==> config.mk <==
export PLATFORM = sky130hd
export DESIGN_NAME = rss_cell
export DESIGN_NICKNAME = d
export VERILOG_FILES = /design/src/sv/rss_pkg.sv /design/src/sv/rss_cell.sv
export SDC_FILE = /design/constraint.sdc
export NUM_CORES = 1
export LEC_CHECK = 0
export BUFFER_PORTS_ARGS = -buffer_cell sky130_fd_sc_hd__buf_2
export CAP_MARGIN = 20
export CORE_ASPECT_RATIO = 0.8
export CORE_UTILIZATION = 30
export DETAILED_ROUTE_END_ITERATION = 8
export SYNTH_ARGS = -nofsm -noshare
export SYNTH_HDL_FRONTEND = slang
export SYNTH_SLANG_ARGS = --single-unit
==> constraint.sdc <==
create_clock -name clk -period 2.9 [get_ports clk]
set_input_delay 0.58 -clock clk [delete_from_list [all_inputs] [get_ports clk]]
set_output_delay 0.58 -clock clk [all_outputs]
set_load 0.02 [all_outputs]
==> src/sv/rss_pkg.sv <==
package rss_pkg;

	localparam int MAX_ENTRIES_DEF = 32;
	localparam int MAX_REGS_DEF    = 64;
	localparam int CYCLE_BITS_DEF  = 32;

	localparam int FW = 6; // count fields of the result
	localparam int RW = 7; // register numbers and station bounds
	localparam int NG = 3; // firing groups

	localparam logic [1:0] OP_ADD = 2'd0;
	localparam logic [1:0] OP_DIV = 2'd1;
	localparam logic [1:0] OP_MEM = 2'd2;

	localparam logic [2:0] CFG_RS_MODE   = 3'd0;
	localparam logic [2:0] CFG_UNIFIED   = 3'd1;
	localparam logic [2:0] CFG_ADD       = 3'd2;
	localparam logic [2:0] CFG_DIV       = 3'd3;
	localparam logic [2:0] CFG_MEM       = 3'd4;
	localparam logic [2:0] CFG_REG_COUNT = 3'd5;

	localparam logic [4:0] LAT_ADD = 5'd2;
	localparam logic [4:0] LAT_DIV = 5'd15;
	localparam logic [4:0] LAT_MEM = 5'd20;

	function automatic logic [4:0] lat_of(input logic [1:0] op);
		case (op)
			OP_DIV:  lat_of = LAT_DIV;
			OP_MEM:  lat_of = LAT_MEM;
			default: lat_of = LAT_ADD;
		endcase
	endfunction

	// broadcast from the sequencer to every cell
	typedef struct packed {
		logic          mode;
		logic [RW-1:0] ilo;
		logic [RW-1:0] ihi;
		logic [RW-1:0] a_hi;
		logic [RW-1:0] d_hi;
		logic [RW-1:0] m_hi;
		logic [RW-1:0] qa;
		logic [RW-1:0] qb;
		logic [RW-1:0] qd;
		logic          qd_ok;
		logic [1:0]    op;
		logic          tick;
		logic          issue;
		logic          fire;
	} ctl_t;

endpackage

==> src/sv/rss_cell.sv <==
module rss_cell #(
	parameter int N   = 32,
	parameter int CB  = 32,
	parameter int IW  = (N > 1) ? $clog2(N) : 1,
	parameter int CNW = $clog2(N + 1),
	parameter int IDX = 0
) (
	input  logic                         clk,
	input  logic                         arst_n,
	input  rss_pkg::ctl_t                ctl,
	input  logic [CB-1:0]                cyc,
	input  logic [N-1:0]                 done_vec,
	input  logic                         ap_free,
	input  logic [IW-1:0]                ap_idx,
	input  logic                         ap_a_hit,
	input  logic [IW-1:0]                ap_a_idx,
	input  logic                         ap_b_hit,
	input  logic [IW-1:0]                ap_b_idx,
	input  logic [2:0]                   ap_pv,
	input  logic [2:0][IW-1:0]           ap_pidx,
	input  logic                         i_free,
	input  logic [IW-1:0]                i_fidx,
	input  logic                         i_ah,
	input  logic [IW-1:0]                i_ai,
	input  logic                         i_bh,
	input  logic [IW-1:0]                i_bi,
	input  logic [2:0]                   i_pv,
	input  logic [2:0][IW-1:0]           i_pidx,
	input  logic [2:0][CB-1:0]           i_pst,
	input  logic [2:0][1:0]              i_pop,
	input  logic [2:0][CNW-1:0]          i_cnt,
	input  logic [CNW-1:0]               i_dn,
	output logic                         o_free,
	output logic [IW-1:0]                o_fidx,
	output logic                         o_ah,
	output logic [IW-1:0]                o_ai,
	output logic                         o_bh,
	output logic [IW-1:0]                o_bi,
	output logic [2:0]                   o_pv,
	output logic [2:0][IW-1:0]           o_pidx,
	output logic [2:0][CB-1:0]           o_pst,
	output logic [2:0][1:0]              o_pop,
	output logic [2:0][CNW-1:0]          o_cnt,
	output logic [CNW-1:0]               o_dn,
	output logic                         busy,
	output logic                         done
);
	import rss_pkg::*;

	localparam logic [RW-1:0] ME   = RW'(IDX);
	localparam logic [IW-1:0] ME_I = IW'(IDX);

	logic          busy_q, exec_q, rn_q, done_q;
	logic [1:0]    op_q;
	logic [RW-1:0] dest_q;
	logic          ardy_q, brdy_q;
	logic [IW-1:0] atag_q, btag_q;
	logic [CB-1:0] stamp_q;
	logic [4:0]    cd_q;

	logic [1:0]    grp;
	logic          cand;
	logic          n_free, n_ah, n_bh;
	logic [IW-1:0] n_fidx, n_ai, n_bi;
	logic [2:0]    n_pv;
	logic [2:0][IW-1:0]  n_pidx;
	logic [2:0][CB-1:0]  n_pst;
	logic [2:0][1:0]     n_pop;
	logic [2:0][CNW-1:0] n_cnt;
	logic [CNW-1:0]      n_dn;
	logic                fire_me;

	assign busy = busy_q;
	assign done = busy_q && exec_q && (cd_q == 5'd1);

	always_comb begin
		if (ctl.mode)
			grp = op_q;
		else if (ME < ctl.a_hi)
			grp = 2'd0;
		else if (ME < ctl.d_hi)
			grp = 2'd1;
		else if (ME < ctl.m_hi)
			grp = 2'd2;
		else
			grp = 2'd3;
		cand = busy_q && !exec_q && ardy_q && brdy_q;

		n_free = i_free;
		n_fidx = i_fidx;
		if (!i_free && !busy_q && ME >= ctl.ilo && ME < ctl.ihi) begin
			n_free = 1'b1;
			n_fidx = ME_I;
		end
		// current producer lookup for the two sources
		n_ah = i_ah;
		n_ai = i_ai;
		if (busy_q && rn_q && dest_q == ctl.qa) begin
			n_ah = 1'b1;
			n_ai = ME_I;
		end
		n_bh = i_bh;
		n_bi = i_bi;
		if (busy_q && rn_q && dest_q == ctl.qb) begin
			n_bh = 1'b1;
			n_bi = ME_I;
		end

		n_pv   = i_pv;
		n_pidx = i_pidx;
		n_pst  = i_pst;
		n_pop  = i_pop;
		n_cnt  = i_cnt;
		for (int g = 0; g < NG; g++) begin
			if (cand && grp == 2'(g) && (!i_pv[g] || stamp_q < i_pst[g])) begin
				n_pv[g]   = 1'b1;
				n_pidx[g] = ME_I;
				n_pst[g]  = stamp_q;
				n_pop[g]  = op_q;
			end
			if (busy_q && exec_q && op_q == 2'(g))
				n_cnt[g] = i_cnt[g] + CNW'(1);
		end
		n_dn = i_dn + CNW'(done_q);

		fire_me = 1'b0;
		for (int g = 0; g < NG; g++)
			if (ap_pv[g] && ap_pidx[g] == ME_I)
				fire_me = 1'b1;
	end

	always_ff @(posedge clk) begin
		o_free <= n_free;
		o_fidx <= n_fidx;
		o_ah   <= n_ah;
		o_ai   <= n_ai;
		o_bh   <= n_bh;
		o_bi   <= n_bi;
		o_pv   <= n_pv;
		o_pidx <= n_pidx;
		o_pst  <= n_pst;
		o_pop  <= n_pop;
		o_cnt  <= n_cnt;
		o_dn   <= n_dn;
	end

	always_ff @(posedge clk or negedge arst_n) begin
		if (!arst_n) begin
			busy_q <= 1'b0;
			exec_q <= 1'b0;
			rn_q   <= 1'b0;
			done_q <= 1'b0;
		end else if (ctl.tick) begin
			done_q <= done;
			if (done) begin
				busy_q <= 1'b0;
				exec_q <= 1'b0;
				rn_q   <= 1'b0;
			end else begin
				if (exec_q)
					cd_q <= cd_q - 5'd1;
				if (busy_q && !ardy_q && done_vec[atag_q])
					ardy_q <= 1'b1;
				if (busy_q && !brdy_q && done_vec[btag_q])
					brdy_q <= 1'b1;
			end
		end else if (ctl.issue) begin
			if (ap_free && ap_idx == ME_I) begin
				busy_q  <= 1'b1;
				exec_q  <= 1'b0;
				rn_q    <= ctl.qd_ok;
				op_q    <= ctl.op;
				dest_q  <= ctl.qd;
				ardy_q  <= !ap_a_hit;
				atag_q  <= ap_a_idx;
				brdy_q  <= !ap_b_hit;
				btag_q  <= ap_b_idx;
				stamp_q <= cyc;
			end else if (ap_free && ctl.qd_ok && dest_q == ctl.qd) begin
				rn_q <= 1'b0;
			end
		end else if (ctl.fire && fire_me) begin
			exec_q <= 1'b1;
			cd_q   <= lat_of(op_q);
		end
	end

endmodule

# Yosys cells after proc, flatten, opt, wreduce, memory -nomap -nowiden
# Index checks and enable logic that the tools add are counted.
# totals
reg_bits	224
latchBits	0
ramBits	0
rom_bits	0
in_bits	327
out_inout_bits	164
wordCells	175
mem_count	0
# classes
addsub	5
n_mul	0
div_mod_pow	0
n_lt_le_gt_ge	10
n_eq_ne	15
shift	0
mux	48
n_bitwise	1
n_reduce_logical	62
# op_table
op	n
$lt A32 B32 Y1	3
$mux W32	3
$logic_and A1 B1 Y1	31
$lt A1 B7 Y1 const A	4
$mux W1	28
$mux W5	5
$eq A7 B7 Y1	3
$logic_not A5 Y1	4
$add A6 B1 Y6 const B	3
$mux W6	3
$reduce_and A5 Y1	3
$lt A5 B6 Y1 const B	2
$mux W2	6
$bmux W1 S5	2
$logic_not A1 Y1	10
$ne A2 B1 Y1 const B	5
$pmux W5 S2	1
$reduce_and A3 Y1	3
$ge A1 B7 Y1 const A	1
$add A6 B1 Y6	1
$reduce_bool A2 Y1	3
$reduce_bool A3 Y1	2
$eq A5 B1 Y1 const B	1
$sub A5 B1 Y5 const B	1
other kinds (8)	13

# Depth between registers and ports, before layout
# Gate-level depths: netlist (run 1).
# logic_depth
ltp_word	9
ltp_mapped	10
mapped_depth_nobuf	8

# Worst setup path after synthesis (run 1)
# OpenSTA, ideal clock, no wires.
# synth_path
path_kind	input to register
start	input port i_pst[2] (netlist name)
end	register o_pst[26] (netlist name)
setup_ps	123
t_arrival_ps	2649
required_ps	2777
setup_slack_ps	128
cell_stages	10
path_cell_list	inv_1 > ha_1 > a211o_1 > a31oi_1 > o221ai_1 > a211o_1 > a311oi_2 > buf_4 > buf_6 > mux2_1
# synth_rtl
element	line	source
start: declaration	rss_cell.sv:29	input logic [2:0][CB-1:0] i_pst,
end signal: assignment	rss_cell.sv:141	o_pst <= n_pst;
end: declaration	rss_cell.sv:41	output logic [2:0][CB-1:0] o_pst,

==> flow_summary.json, run 1 <==
{
  "status": "complete, no violations",
  "regToRegStartpoint": "stamp_q[31]$_DFFE_PP_",
  "cp_slowest_cell": "edfxtp_1",
  "h-tree-depth": 1,
  "p_sw_mw": 1.90,
  "ys.flop_type": "dfxtp_1",
  "postSynthCellCount": 905,
  "reg2regPathDepth": 10,
  "arrival_ns": 3.29,
  "placementRows": 61,
  "wl_per_cell_um": 17.9,
  "powerDensity_nw_per_um2": 502,
  "finish.utilization_pct": 43.7,
  "min_from": "cyc[29]",
  "setup-violations-final": 0,
  "grt_max_degree": 35,
  "die_y_um": 170,
  "gp_congestion": 0.843,
  "routed_wl_mm": 35.4,
  "pin_count": 491,
  "clkPwrFrac_pct": 42.5,
  "yosys.cell_count.top_type": "dfxtp_1",
  "r2r_end": "o_pst[65]$_DFF_P_",
  "initial_utilization_pct": 30.5,
  "io_buffer_count": 490,
  "critPathTopFamily": "compound AO/OA/AOI/OAI gates",
  "cts_buffers": 25,
  "nFillCells": 3302,
  "syn_nets": 1337,
  "switching_share_pct": 25.0,
  "vias": 8935,
  "synth_top_cell_by_area": "dfxtp_1",
  "drc": 0,
  "place_inst": 1901,
  "report.final.slew_viol_count": 0,
  "drive_gt1_share_pct": 49.5,
  "overflow": 0,
  "crit_chain": "buf_4 -> ha_1 -> nand4_1 -> nor3_1 -> a221oi_1 -> o211ai_1 -> a221oi_4 -> buf_4 -> buf_8 -> mux2_2",
  "grtUsageTotal_pct": 18.4,
  "min_period_ns": 2.86,
  "ys_warn_count": 0,
  "min_period_over_period_pct": 98.7,
  "fin_area_sq_um": 15200,
  "slew-limit-headroom_pct": 57.2,
  "p_leak_nw": 7.38,
  "hold_path_class": "input pin to flip-flop",
  "internal_power_mw": 5.72,
  "fmax_ghz": 0.349,
  "tightest_slew_ns": 0.636,
  "cts_tree": "built",
  "pwr-share-comb_pct": 13.1,
  "syn_area_per_cell_sq_um": 11.7,
  "timing.final.ws_setup_ns": 0.0368,
  "grt_pass1_vias": 8862,
  "cp.required_ns": 3.33,
  "antenna_found_initial": 6,
  "worstPathMaxFanout": 8,
  "final_cell_count_no_fill": 1975,
  "die_w_um": 212,
  "clock_path_buffers": 3,
  "yosys.cell_types.count": 55,
  "min_to": "stamp_q[29]$_DFFE_PP_",
  "syn-cell-area_sq_um": 10600,
  "maxCapViolations": 0,
  "synthArstFlopShare_pct": 1.79,
  "cts_root_buf": "clkbuf_16",
  "nets": 1914,
  "max_stage_delay_ns": 0.46,
  "hold_viol": 0,
  "synthTopCellsByCount": "dfxtp_1, ha_1, inv_1",
  "critPathKind": "flip-flop to flip-flop",
  "synth_seq_cells": 224,
  "ys_seq_area_share_pct": 48.0,
  "rsz0062_at_grt": "yes",
  "min_path_cells": 1,
  "area_growth_pct": 43.2,
  "dpl_cell_area_sq_um": 14000,
  "cts.clk_slew.worst_paths_ns": 0.07,
  "cp-end-kind": "flip-flop",
  "coreArea_sq_um": 34700,
  "rrSetupSlack_ns": 0.04,
  "tns_ns": 0,
  "vias_per_cell": 4.52,
  "hold_ws_ns": 0.211,
  "cpMostUsedCell": "buf_4",
  "pre_cts_slack_ns": -0.227,
  "drt-pass1-iter-count": 4,
  "drt.antenna.violating_nets": 0,
  "startpoint_type": "flip-flop",
  "power_mw": 7.62,
  "synth.top_cell.area_share_pct": 30.6,
  "grt_first_pass_wirelength_mm": 50.0,
  "dieArea_sq_um": 36100,
  "worstPathBufferInverterCount": 3,
  "clock_latency_ns": 0.54,
  "ir_worst_vdd_uv": 303,
  "synthTopCellsByArea": "dfxtp_1, edfxtp_1, ha_1",
  "synth_edf_count": 58,
  "drt_iter0_markers": 284,
  "dp_hpwl_mm": 28.1,
  "power_frac_seq_pct": 44.3,
  "cts_sinks": 224,
  "fin_skew_ns": 0.0134
}
state kept, by name (all words and copies together), names as in the netlist, 6 cells and up:
register / cells
o_pop: 6
o_cnt: 18
o_pst: 96
stamp_q: 32
o_dn: 6
dest_q: 7
o_pidx: 15
how the worst max path moves through the flow:
stage | cells past startpoint | end | slack [ns] | from
6_report | 10 | o_pst[65]$_DFF_P_ | 0.04 | stamp_q[31]$_DFFE_PP_
5_1_grt | 10 | o_pst[95]$_DFF_P_ | -0.09 | stamp_q[31]$_DFFE_PP_
4_1_cts | 10 | o_pst[1]$_DFF_P_ | 0.009 | stamp_q[23]$_DFFE_PP_
3_5_place_dp | 10 | o_pst[22]$_DFF_P_ | -0.23 | i_pst[2]
3_3_place_gp | 10 | o_pst[23]$_DFF_P_ | -0.19 | i_pst[2]
2_1_floorplan | 10 | o_pst[26]$_DFF_P_ | 0.13 | i_pst[2]
cell type report:
| class | count | area (sq um) | area share (%) |
|---|---|---|---|
| clock inverter | 10 | 80.1 | 0.527 |
| timing repair buffer | 570 | 3200 | 21.1 |
| antenna | 2 | 5.00 | 0.0330 |
| inverter | 102 | 383 | 2.52 |
| multi-input combinational | 559 | 5080 | 33.4 |
| clock buffer | 36 | 758 | 4.99 |
| tap | 472 | 591 | 3.89 |
| sequential | 224 | 5080 | 33.5 |
cells by family (layout without fill, tap and decap cells):
group,after synthesis,after routing,share of synthesized area (%)
buffers and inverters,122,718,4.71
multiplexers,130,130,16.1
adder cells (fa/ha/maj),105,105,12.4
other,0,2,0
flip-flops,224,224,48.0
AND/OR/NAND/NOR,184,184,9.30
AO/OA/AOI/OAI,97,97,5.99
XOR/XNOR,43,43,3.55
layout by cell type, fill, tap and decap left out, types with 3 or more instances in the layout:
cell       netlist  layout
buf_2            6     490
dfxtp_1        162     162
ha_1           105     105
inv_1          102     101
mux2_2          96      96
buf_4            3      68
edfxtp_1        58      58
nand2_1         39      39
a21oi_1         37      37
clkbuf_16        0      29
nand3_1         25      25
xor2_1          24      24
nor2_1          21      21
mux4_2          20      20
xnor2_1         19      19
o21ai_0         19      18
and2_1          16      16
nor2b_1         16      16
nor4_1          15      14
nand4_1         12      12
nand2b_1        10      10
nor3_1           9       9
a21o_1           8       8
clkbuf_8         0       7
nand3b_1         6       6
mux2_1           5       5
mux2_4           5       5
clkinv_2         0       5
buf_12           0       5
and4_1           4       4
a211o_1          4       4
mux2i_1          4       4
dfrtp_1          4       4
a31oi_1          3       3
a211oi_1         3       3
or2_2            3       3
o21a_1           3       3
clkbuf_1         7       3
what timing repair did:
item                                    4_1_cts  5_1_grt
endpoints found under the setup margin       36      100
gates resized for setup                       3        6
hold endpoints to repair                      4        0
setup buffers                                 6       14
pin swaps                                     3        6
gates cloned                                  1        4
hold buffers                                  1        0
worst reg2reg max path: stages (launching register included):
cell and delay [ns]:
edfxtp_1 0.46, buf_4 0.18, ha_1 0.31, nand4_1 0.13, nor3_1 0.10, a221oi_1 0.29, o211ai_1 0.22, a221oi_4 0.35
buf_4 0.19, buf_8 0.18, mux2_2 0.34
power groups by stage:
stage | combinational (mW) | sequential [mW] | clock, mW
5_1_grt | 1.09 | 3.39 | 3.47
3_5_place_dp | 0.990 | 3.45 | 0
2_1_floorplan | 0.327 | 3.60 | 0
3_3_place_gp | 0.973 | 3.45 | 0
6_report | 1.00 | 3.38 | 3.24
4_1_cts | 1.00 | 3.38 | 3.34
layer usage:
layer | global-route usage, % | vias up | wire length (um)
met5 | 0 | - | 27
met1 | 22.7 | 4178 | 15100
met4 | 4.00 | 4 | 782
li1 | - | 4384 | -
met2 | 31.8 | 323 | 16900
met3 | 4.80 | 46 | 2520
Note: power is estimated with default switching activity, not from simulation.
==> inputs of run 2 (changes only) <==
--- a/config.mk
+++ b/config.mk
@@ -10,6 +10,7 @@
 export CORE_ASPECT_RATIO = 0.8
 export CORE_UTILIZATION = 30
 export DETAILED_ROUTE_END_ITERATION = 8
+export SETUP_SLACK_MARGIN = 0.4
 export SYNTH_ARGS = -nofsm -noshare
 export SYNTH_HDL_FRONTEND = slang
 export SYNTH_SLANG_ARGS = --single-unit
==> run 2 against run 1 <==
Against the previous run:
- routed wire length is 5.1% higher
- die area stayed put
- highest routed layer unchanged
- sequential power hardly changed
- clock power is 2% higher
- critical path type unchanged
- critical endpoint is now o_pst[5]$_DFF_P_
==> flow_summary.json, run 2 (synthesis results as in run 1) <==
{
  "status": "complete, no violations",
  "largest_register_ffs": 96,
  "grt_pass1_vias": 9040,
  "min_period_ns": 2.79,
  "finish.utilization_pct": 47.4,
  "vias": 9090,
  "io_buffer_count": 490,
  "cts_tree": "built",
  "crit_chain": "buf_6 -> ha_4 -> a211o_1 -> a31oi_2 -> o221ai_2 -> a211o_1 -> a311oi_4 -> buf_4 -> buf_6 -> buf_12 -> mux2_4",
  "max_stage_delay_ns": 0.42,
  "drc": 0,
  "dpl_cell_area_sq_um": 14100,
  "fmax_ghz": 0.359,
  "layout.cells.most_common": "buf_2",
  "power_frac_seq_pct": 43.3,
  "min_from": "cyc[21]",
  "die_y_um": 170,
  "overflow": 0,
  "cts_buffers": 26,
  "ir_worst_vdd_uv": 470,
  "antenna_found_initial": 7,
  "layout_common_cells": "buf_2, dfxtp_1, mux2_4",
  "nets": 1933,
  "hold_viol": 0,
  "fin_skew_ns": 0.0239,
  "worstPathBufferInverterCount": 4,
  "internal_power_mw": 5.78,
  "cts_root_buf": "clkbuf_16",
  "cts.clk_slew.worst_paths_ns": 0.06,
  "drt.antenna.violating_nets": 0,
  "p_sw_mw": 2.02,
  "clock_latency_ns": 0.55,
  "reg_top3": "o_pst: 96 flops, stamp_q: 32 flops, o_cnt: 18 flops",
  "maxCapViolations": 0,
  "gp_congestion": 0.828,
  "startpoint_type": "flip-flop",
  "routed_wl_mm": 37.2,
  "regArea_sq_um": 5080,
  "top_register": "o_pst",
  "placementRows": 61,
  "place_inst": 1881,
  "report.final.slew_viol_count": 0,
  "critPathLaunch": "stamp_q[2]$_DFFE_PP_",
  "drive_gt1_share_pct": 54.2,
  "vias_per_cell": 4.55,
  "powerDensity_nw_per_um2": 473,
  "drt-pass1-iter-count": 4,
  "tightest_slew_ns": 0.544,
  "switching_share_pct": 25.9,
  "grtUsageTotal_pct": 19.5,
  "nFillCells": 3181,
  "cp.required_ns": 3.32,
  "final_cell_count_no_fill": 1996,
  "setup-violations-final": 0,
  "drt_iter0_markers": 379,
  "regToRegStartpoint": "stamp_q[2]$_DFFE_PP_",
  "critPathKind": "flip-flop to flip-flop",
  "cp-end-kind": "flip-flop",
  "pin_count": 491,
  "cts_sinks": 224,
  "initial_utilization_pct": 30.5,
  "pwr-share-comb_pct": 14.3,
  "h-tree-depth": 1,
  "arrival_ns": 3.21,
  "rsz0062_at_grt": "yes",
  "hold_path_class": "input pin to flip-flop",
  "cp_slowest_cell": "edfxtp_1",
  "die_w_um": 212,
  "wl_per_cell_um": 18.6,
  "clock_path_buffers": 3,
  "coreArea_sq_um": 34700,
  "fin_area_sq_um": 16500,
  "dp_hpwl_mm": 27.3,
  "grt_max_degree": 30,
  "worstPathMaxFanout": 6,
  "multiInputGateArea_sq_um": 5840,
  "clkPwrFrac_pct": 42.4,
  "area_growth_pct": 55.4,
  "hold_ws_ns": 0.202,
  "critPathTopFamily": "compound AO/OA/AOI/OAI gates",
  "min_period_over_period_pct": 96.2,
  "p_leak_nw": 8.00,
  "dieArea_sq_um": 36100,
  "slew-limit-headroom_pct": 63.4,
  "grt_first_pass_wirelength_mm": 52.7
}
-- run 2: cell count changes in the layout (fill, tap and decap cells not counted), sizes merged --
cell / before / now
buf: 566 / 586
clkinv: 7 / 10
clkbuf: 39 / 34
clkinvlp: 0 / 2
diode: 2 / 3
-- run 2: what timing repair did --
item | in CTS | in global routing
hold buffers | 1 | 0
pin swaps | 28 | 17
cloned | 10 | 1
buffers inserted | 36 | 16
setup endpoints to repair | 118 | 118
hold endpoints to repair | 4 | 0
gates resized for setup | 86 | 75
-- run 2: layout make-up --
class / count / area share [%]
clock buffer: 33 / 4.42
tap: 472 / 3.59
multi-input combinational: 559 / 35.4
timing repair buffer: 588 / 22.4
clock inverter: 15 / 0.813
antenna: 3 / 0.0456
sequential: 224 / 30.9
inverter: 102 / 2.39
-- run 2: per-layer routing --
| metal | up-vias | share of wire [%] | routed length [um] | track usage [%] |
|---|---|---|---|---|
| li1 | 4420 | - | - | - |
| met1 | 4267 | 44 | 16300 | 25.3 |
| met2 | 342 | 47 | 17400 | 31.7 |
| met3 | 55 | 7.0 | 2600 | 5.31 |
| met4 | 6 | 2.3 | 844 | 5.23 |
| met5 | - | 0.10 | 38 | 0 |
-- run 2: through the flow --
| stage | setup WS, ns | TNS (ns) | power [mW] |
|---|---|---|---|
| final | 0.111 | 0 | 7.79 |
| after global routing | 0.00850 | 0 | 8.13 |
| after CTS | 0.0410 | 0 | 7.84 |
| after detailed placement | -0.288 | -13.05 | 4.45 |
| after global placement | -0.239 | -8.89 | 4.43 |
| after floorplan | 0.206 | 0 | 3.95 |
-- run 2: worst register-to-register path, cell delays in order, from the launching register on --
cell	delay (ns)
edfxtp_1	0.42
buf_6	0.15
ha_4	0.23
a211o_1	0.26
a31oi_2	0.18
o221ai_2	0.12
a211o_1	0.33
a311oi_4	0.24
buf_4	0.17
buf_6	0.13
buf_12	0.14
mux2_4	0.30
-- run 2: path summary, 6_finish.rpt --
check | endpoint | slack (ns) | cells past startpoint
worst max-delay path | o_pst[5]$_DFF_P_ | 0.11 | 11
worst min-delay path | stamp_q[21]$_DFFE_PP_ | 0.20 | 1
worst max register to register | o_pst[5]$_DFF_P_ | 0.11 | 11
worst min register to register | o_dn[0]$_DFF_P_ | 0.52 | 1
max in group asynchronous | done_q$_DFFE_PN0P_ | 2.35 | 2
min in group asynchronous | exec_q$_DFFE_PN0P_ | 0.41 | 2
-- run 2: power groups by stage --
stage | clock network, mW | logic (mW) | registers, mW
after detailed placement | 0 | 1.01 | 3.44
after CTS | 3.40 | 1.07 | 3.37
final | 3.31 | 1.12 | 3.37
after global routing | 3.54 | 1.21 | 3.38
after global placement | 0 | 0.992 | 3.44
after floorplan | 0 | 0.350 | 3.60
==> inputs of run 3 (changes only) <==
--- a/config.mk
+++ b/config.mk
@@ -8,9 +8,11 @@
 export BUFFER_PORTS_ARGS = -buffer_cell sky130_fd_sc_hd__buf_2
 export CAP_MARGIN = 20
 export CORE_ASPECT_RATIO = 0.8
+export CORE_MARGIN = 2
 export CORE_UTILIZATION = 30
 export DETAILED_ROUTE_END_ITERATION = 8
 export SETUP_SLACK_MARGIN = 0.4
+export SKIP_CTS_REPAIR_TIMING = 1
 export SYNTH_ARGS = -nofsm -noshare
 export SYNTH_HDL_FRONTEND = slang
 export SYNTH_SLANG_ARGS = --single-unit
==> run 3 against run 2 <==
Against the previous run:
- highest routed layer unchanged
- critical path type unchanged
- critical path depth is 2 lower
- fmax is 1.5% lower
- count of clock-buffer cells in the layout stayed put
==> flow_summary.json, run 3 (synthesis results as in run 1) <==
{
  "hold_path_class": "input pin to flip-flop",
  "min_period_ns": 2.83,
  "reg_top3": "o_pst: 96 flops, stamp_q: 32 flops, o_cnt: 18 flops",
  "cp-end-kind": "flip-flop",
  "cts_sinks": 224,
  "cts.clk_slew.worst_paths_ns": 0.07,
  "grt_first_pass_wirelength_mm": 50.4,
  "place_inst": 1891,
  "setup-violations-final": 0,
  "powerDensity_nw_per_um2": 479,
  "area_growth_pct": 50.1,
  "antenna_found_initial": 4,
  "dp_hpwl_mm": 28.2,
  "pin_count": 491,
  "pre_cts_slack_ns": -0.279,
  "vias_per_cell": 4.56,
  "top_register": "o_pst",
  "report.final.slew_viol_count": 0,
  "p_leak_nw": 7.81,
  "min_period_over_period_pct": 97.6,
  "cts_root_buf": "clkbuf_16",
  "rsz0062_at_grt": "yes",
  "initial_utilization_pct": 30.5,
  "wl_per_cell_um": 18.7,
  "slew-limit-headroom_pct": 66.4,
  "die_y_um": 172,
  "cts_tree": "built",
  "tightest_slew_ns": 0.505,
  "maxCapViolations": 0,
  "h-tree-depth": 1,
  "worstPathMaxFanout": 12,
  "timing.final.ws_setup_ns": 0.0694,
  "status": "complete, no violations",
  "fin_skew_ns": 0.0115,
  "final_cell_count_no_fill": 1970,
  "grt_max_degree": 31,
  "grt_pass1_vias": 8769,
  "hold_viol": 0,
  "tns_ns": 0,
  "placementRows": 61,
  "fmax_ghz": 0.353,
  "nFillCells": 3298,
  "gp_congestion": 0.873,
  "vias": 8987,
  "drt.antenna.violating_nets": 0,
  "grtUsageTotal_pct": 17.7,
  "largest_register_ffs": 96,
  "overflow": 0,
  "finish.utilization_pct": 45.7,
  "drc": 0,
  "die_w_um": 214,
  "coreArea_sq_um": 34800,
  "startpoint_type": "flip-flop",
  "power_mw": 7.62,
  "critPathKind": "flip-flop to flip-flop",
  "dieArea_sq_um": 36900,
  "drt_iter0_markers": 329,
  "routed_wl_mm": 36.8,
  "drt-pass1-iter-count": 5,
  "ir_worst_vdd_uv": 342,
  "io_buffer_count": 490,
  "clock_latency_ns": 0.54,
  "nets": 1910,
  "layout_common_cells": "buf_2, dfxtp_1, mux2_4",
  "arrival_ns": 3.25,
  "clock_path_buffers": 3,
  "cp.required_ns": 3.32,
  "cts_buffers": 24,
  "drive_gt1_share_pct": 52.1,
  "layout.cells.most_common": "buf_2"
}
==> run 3: path summary, 6_finish.rpt <==
kind	cells past startpoint	slack, ns	start	end
setup / recovery	9	0.07	stamp_q[3]$_DFFE_PP_	o_pst[29]$_DFF_P_
setup reg to reg	9	0.07	stamp_q[3]$_DFFE_PP_	o_pst[29]$_DFF_P_
min in group asynchronous	2	0.42	arst_n	done_q$_DFFE_PN0P_
hold reg to reg	1	0.50	done_q$_DFFE_PN0P_	o_dn[0]$_DFF_P_
max in group asynchronous	2	2.33	arst_n	exec_q$_DFFE_PN0P_
hold / removal	1	0.22	cyc[10]	stamp_q[10]$_DFFE_PP_
==> run 3: report_power, final <==
| group | total (mW) | leakage [nW] | switching [mW] | internal [mW] |
|---|---|---|---|---|
| combinational | 1.09 | 5.48 | 0.550 | 0.536 |
| clock | 3.16 | 0.396 | 1.33 | 1.83 |
| sequential | 3.38 | 1.94 | 0.0405 | 3.33 |
==> run 3: stage by stage <==
stage	area (sq um)	hold slack, ns
detailed placement	14200	0.410
floorplan	10800	0.284
global route	15900	0.190
CTS	15000	-0.171
global placement	14200	0.410
finish	15900	0.216
==> run 3: area by class of cell <==
| type | count | area [sq um] | area share (%) |
|---|---|---|---|
| clock buffers | 33 | 718 | 4.51 |
| multi-input cells | 559 | 5660 | 35.6 |
| clock inverters | 11 | 87.6 | 0.550 |
| flip-flops and latches | 224 | 5080 | 32.0 |
| repair buffers | 567 | 3370 | 21.2 |
| well taps | 472 | 591 | 3.71 |
| inverters | 102 | 394 | 2.48 |
| diodes | 2 | 5.00 | 0.0315 |
==> run 3: metal layers <==
layer | track usage [%] | routed length (um) | vias to the layer above
met5 | 0 | 21 | -
met4 | 5.77 | 897 | 4
met3 | 4.03 | 2010 | 49
met2 | 29.7 | 17400 | 301
met1 | 22.8 | 16400 | 4261
li1 | - | - | 4372
==> run 3: worst max-delay path, stage by stage, from the launching register on <==
cell and delay (ns):
edfxtp_1 0.54, ha_2 0.27, a211o_1 0.23, a31oi_2 0.19
o221ai_2 0.14, a211o_1 0.40, a311oi_4 0.24, buf_6 0.19
buf_8 0.19, mux2_4 0.32
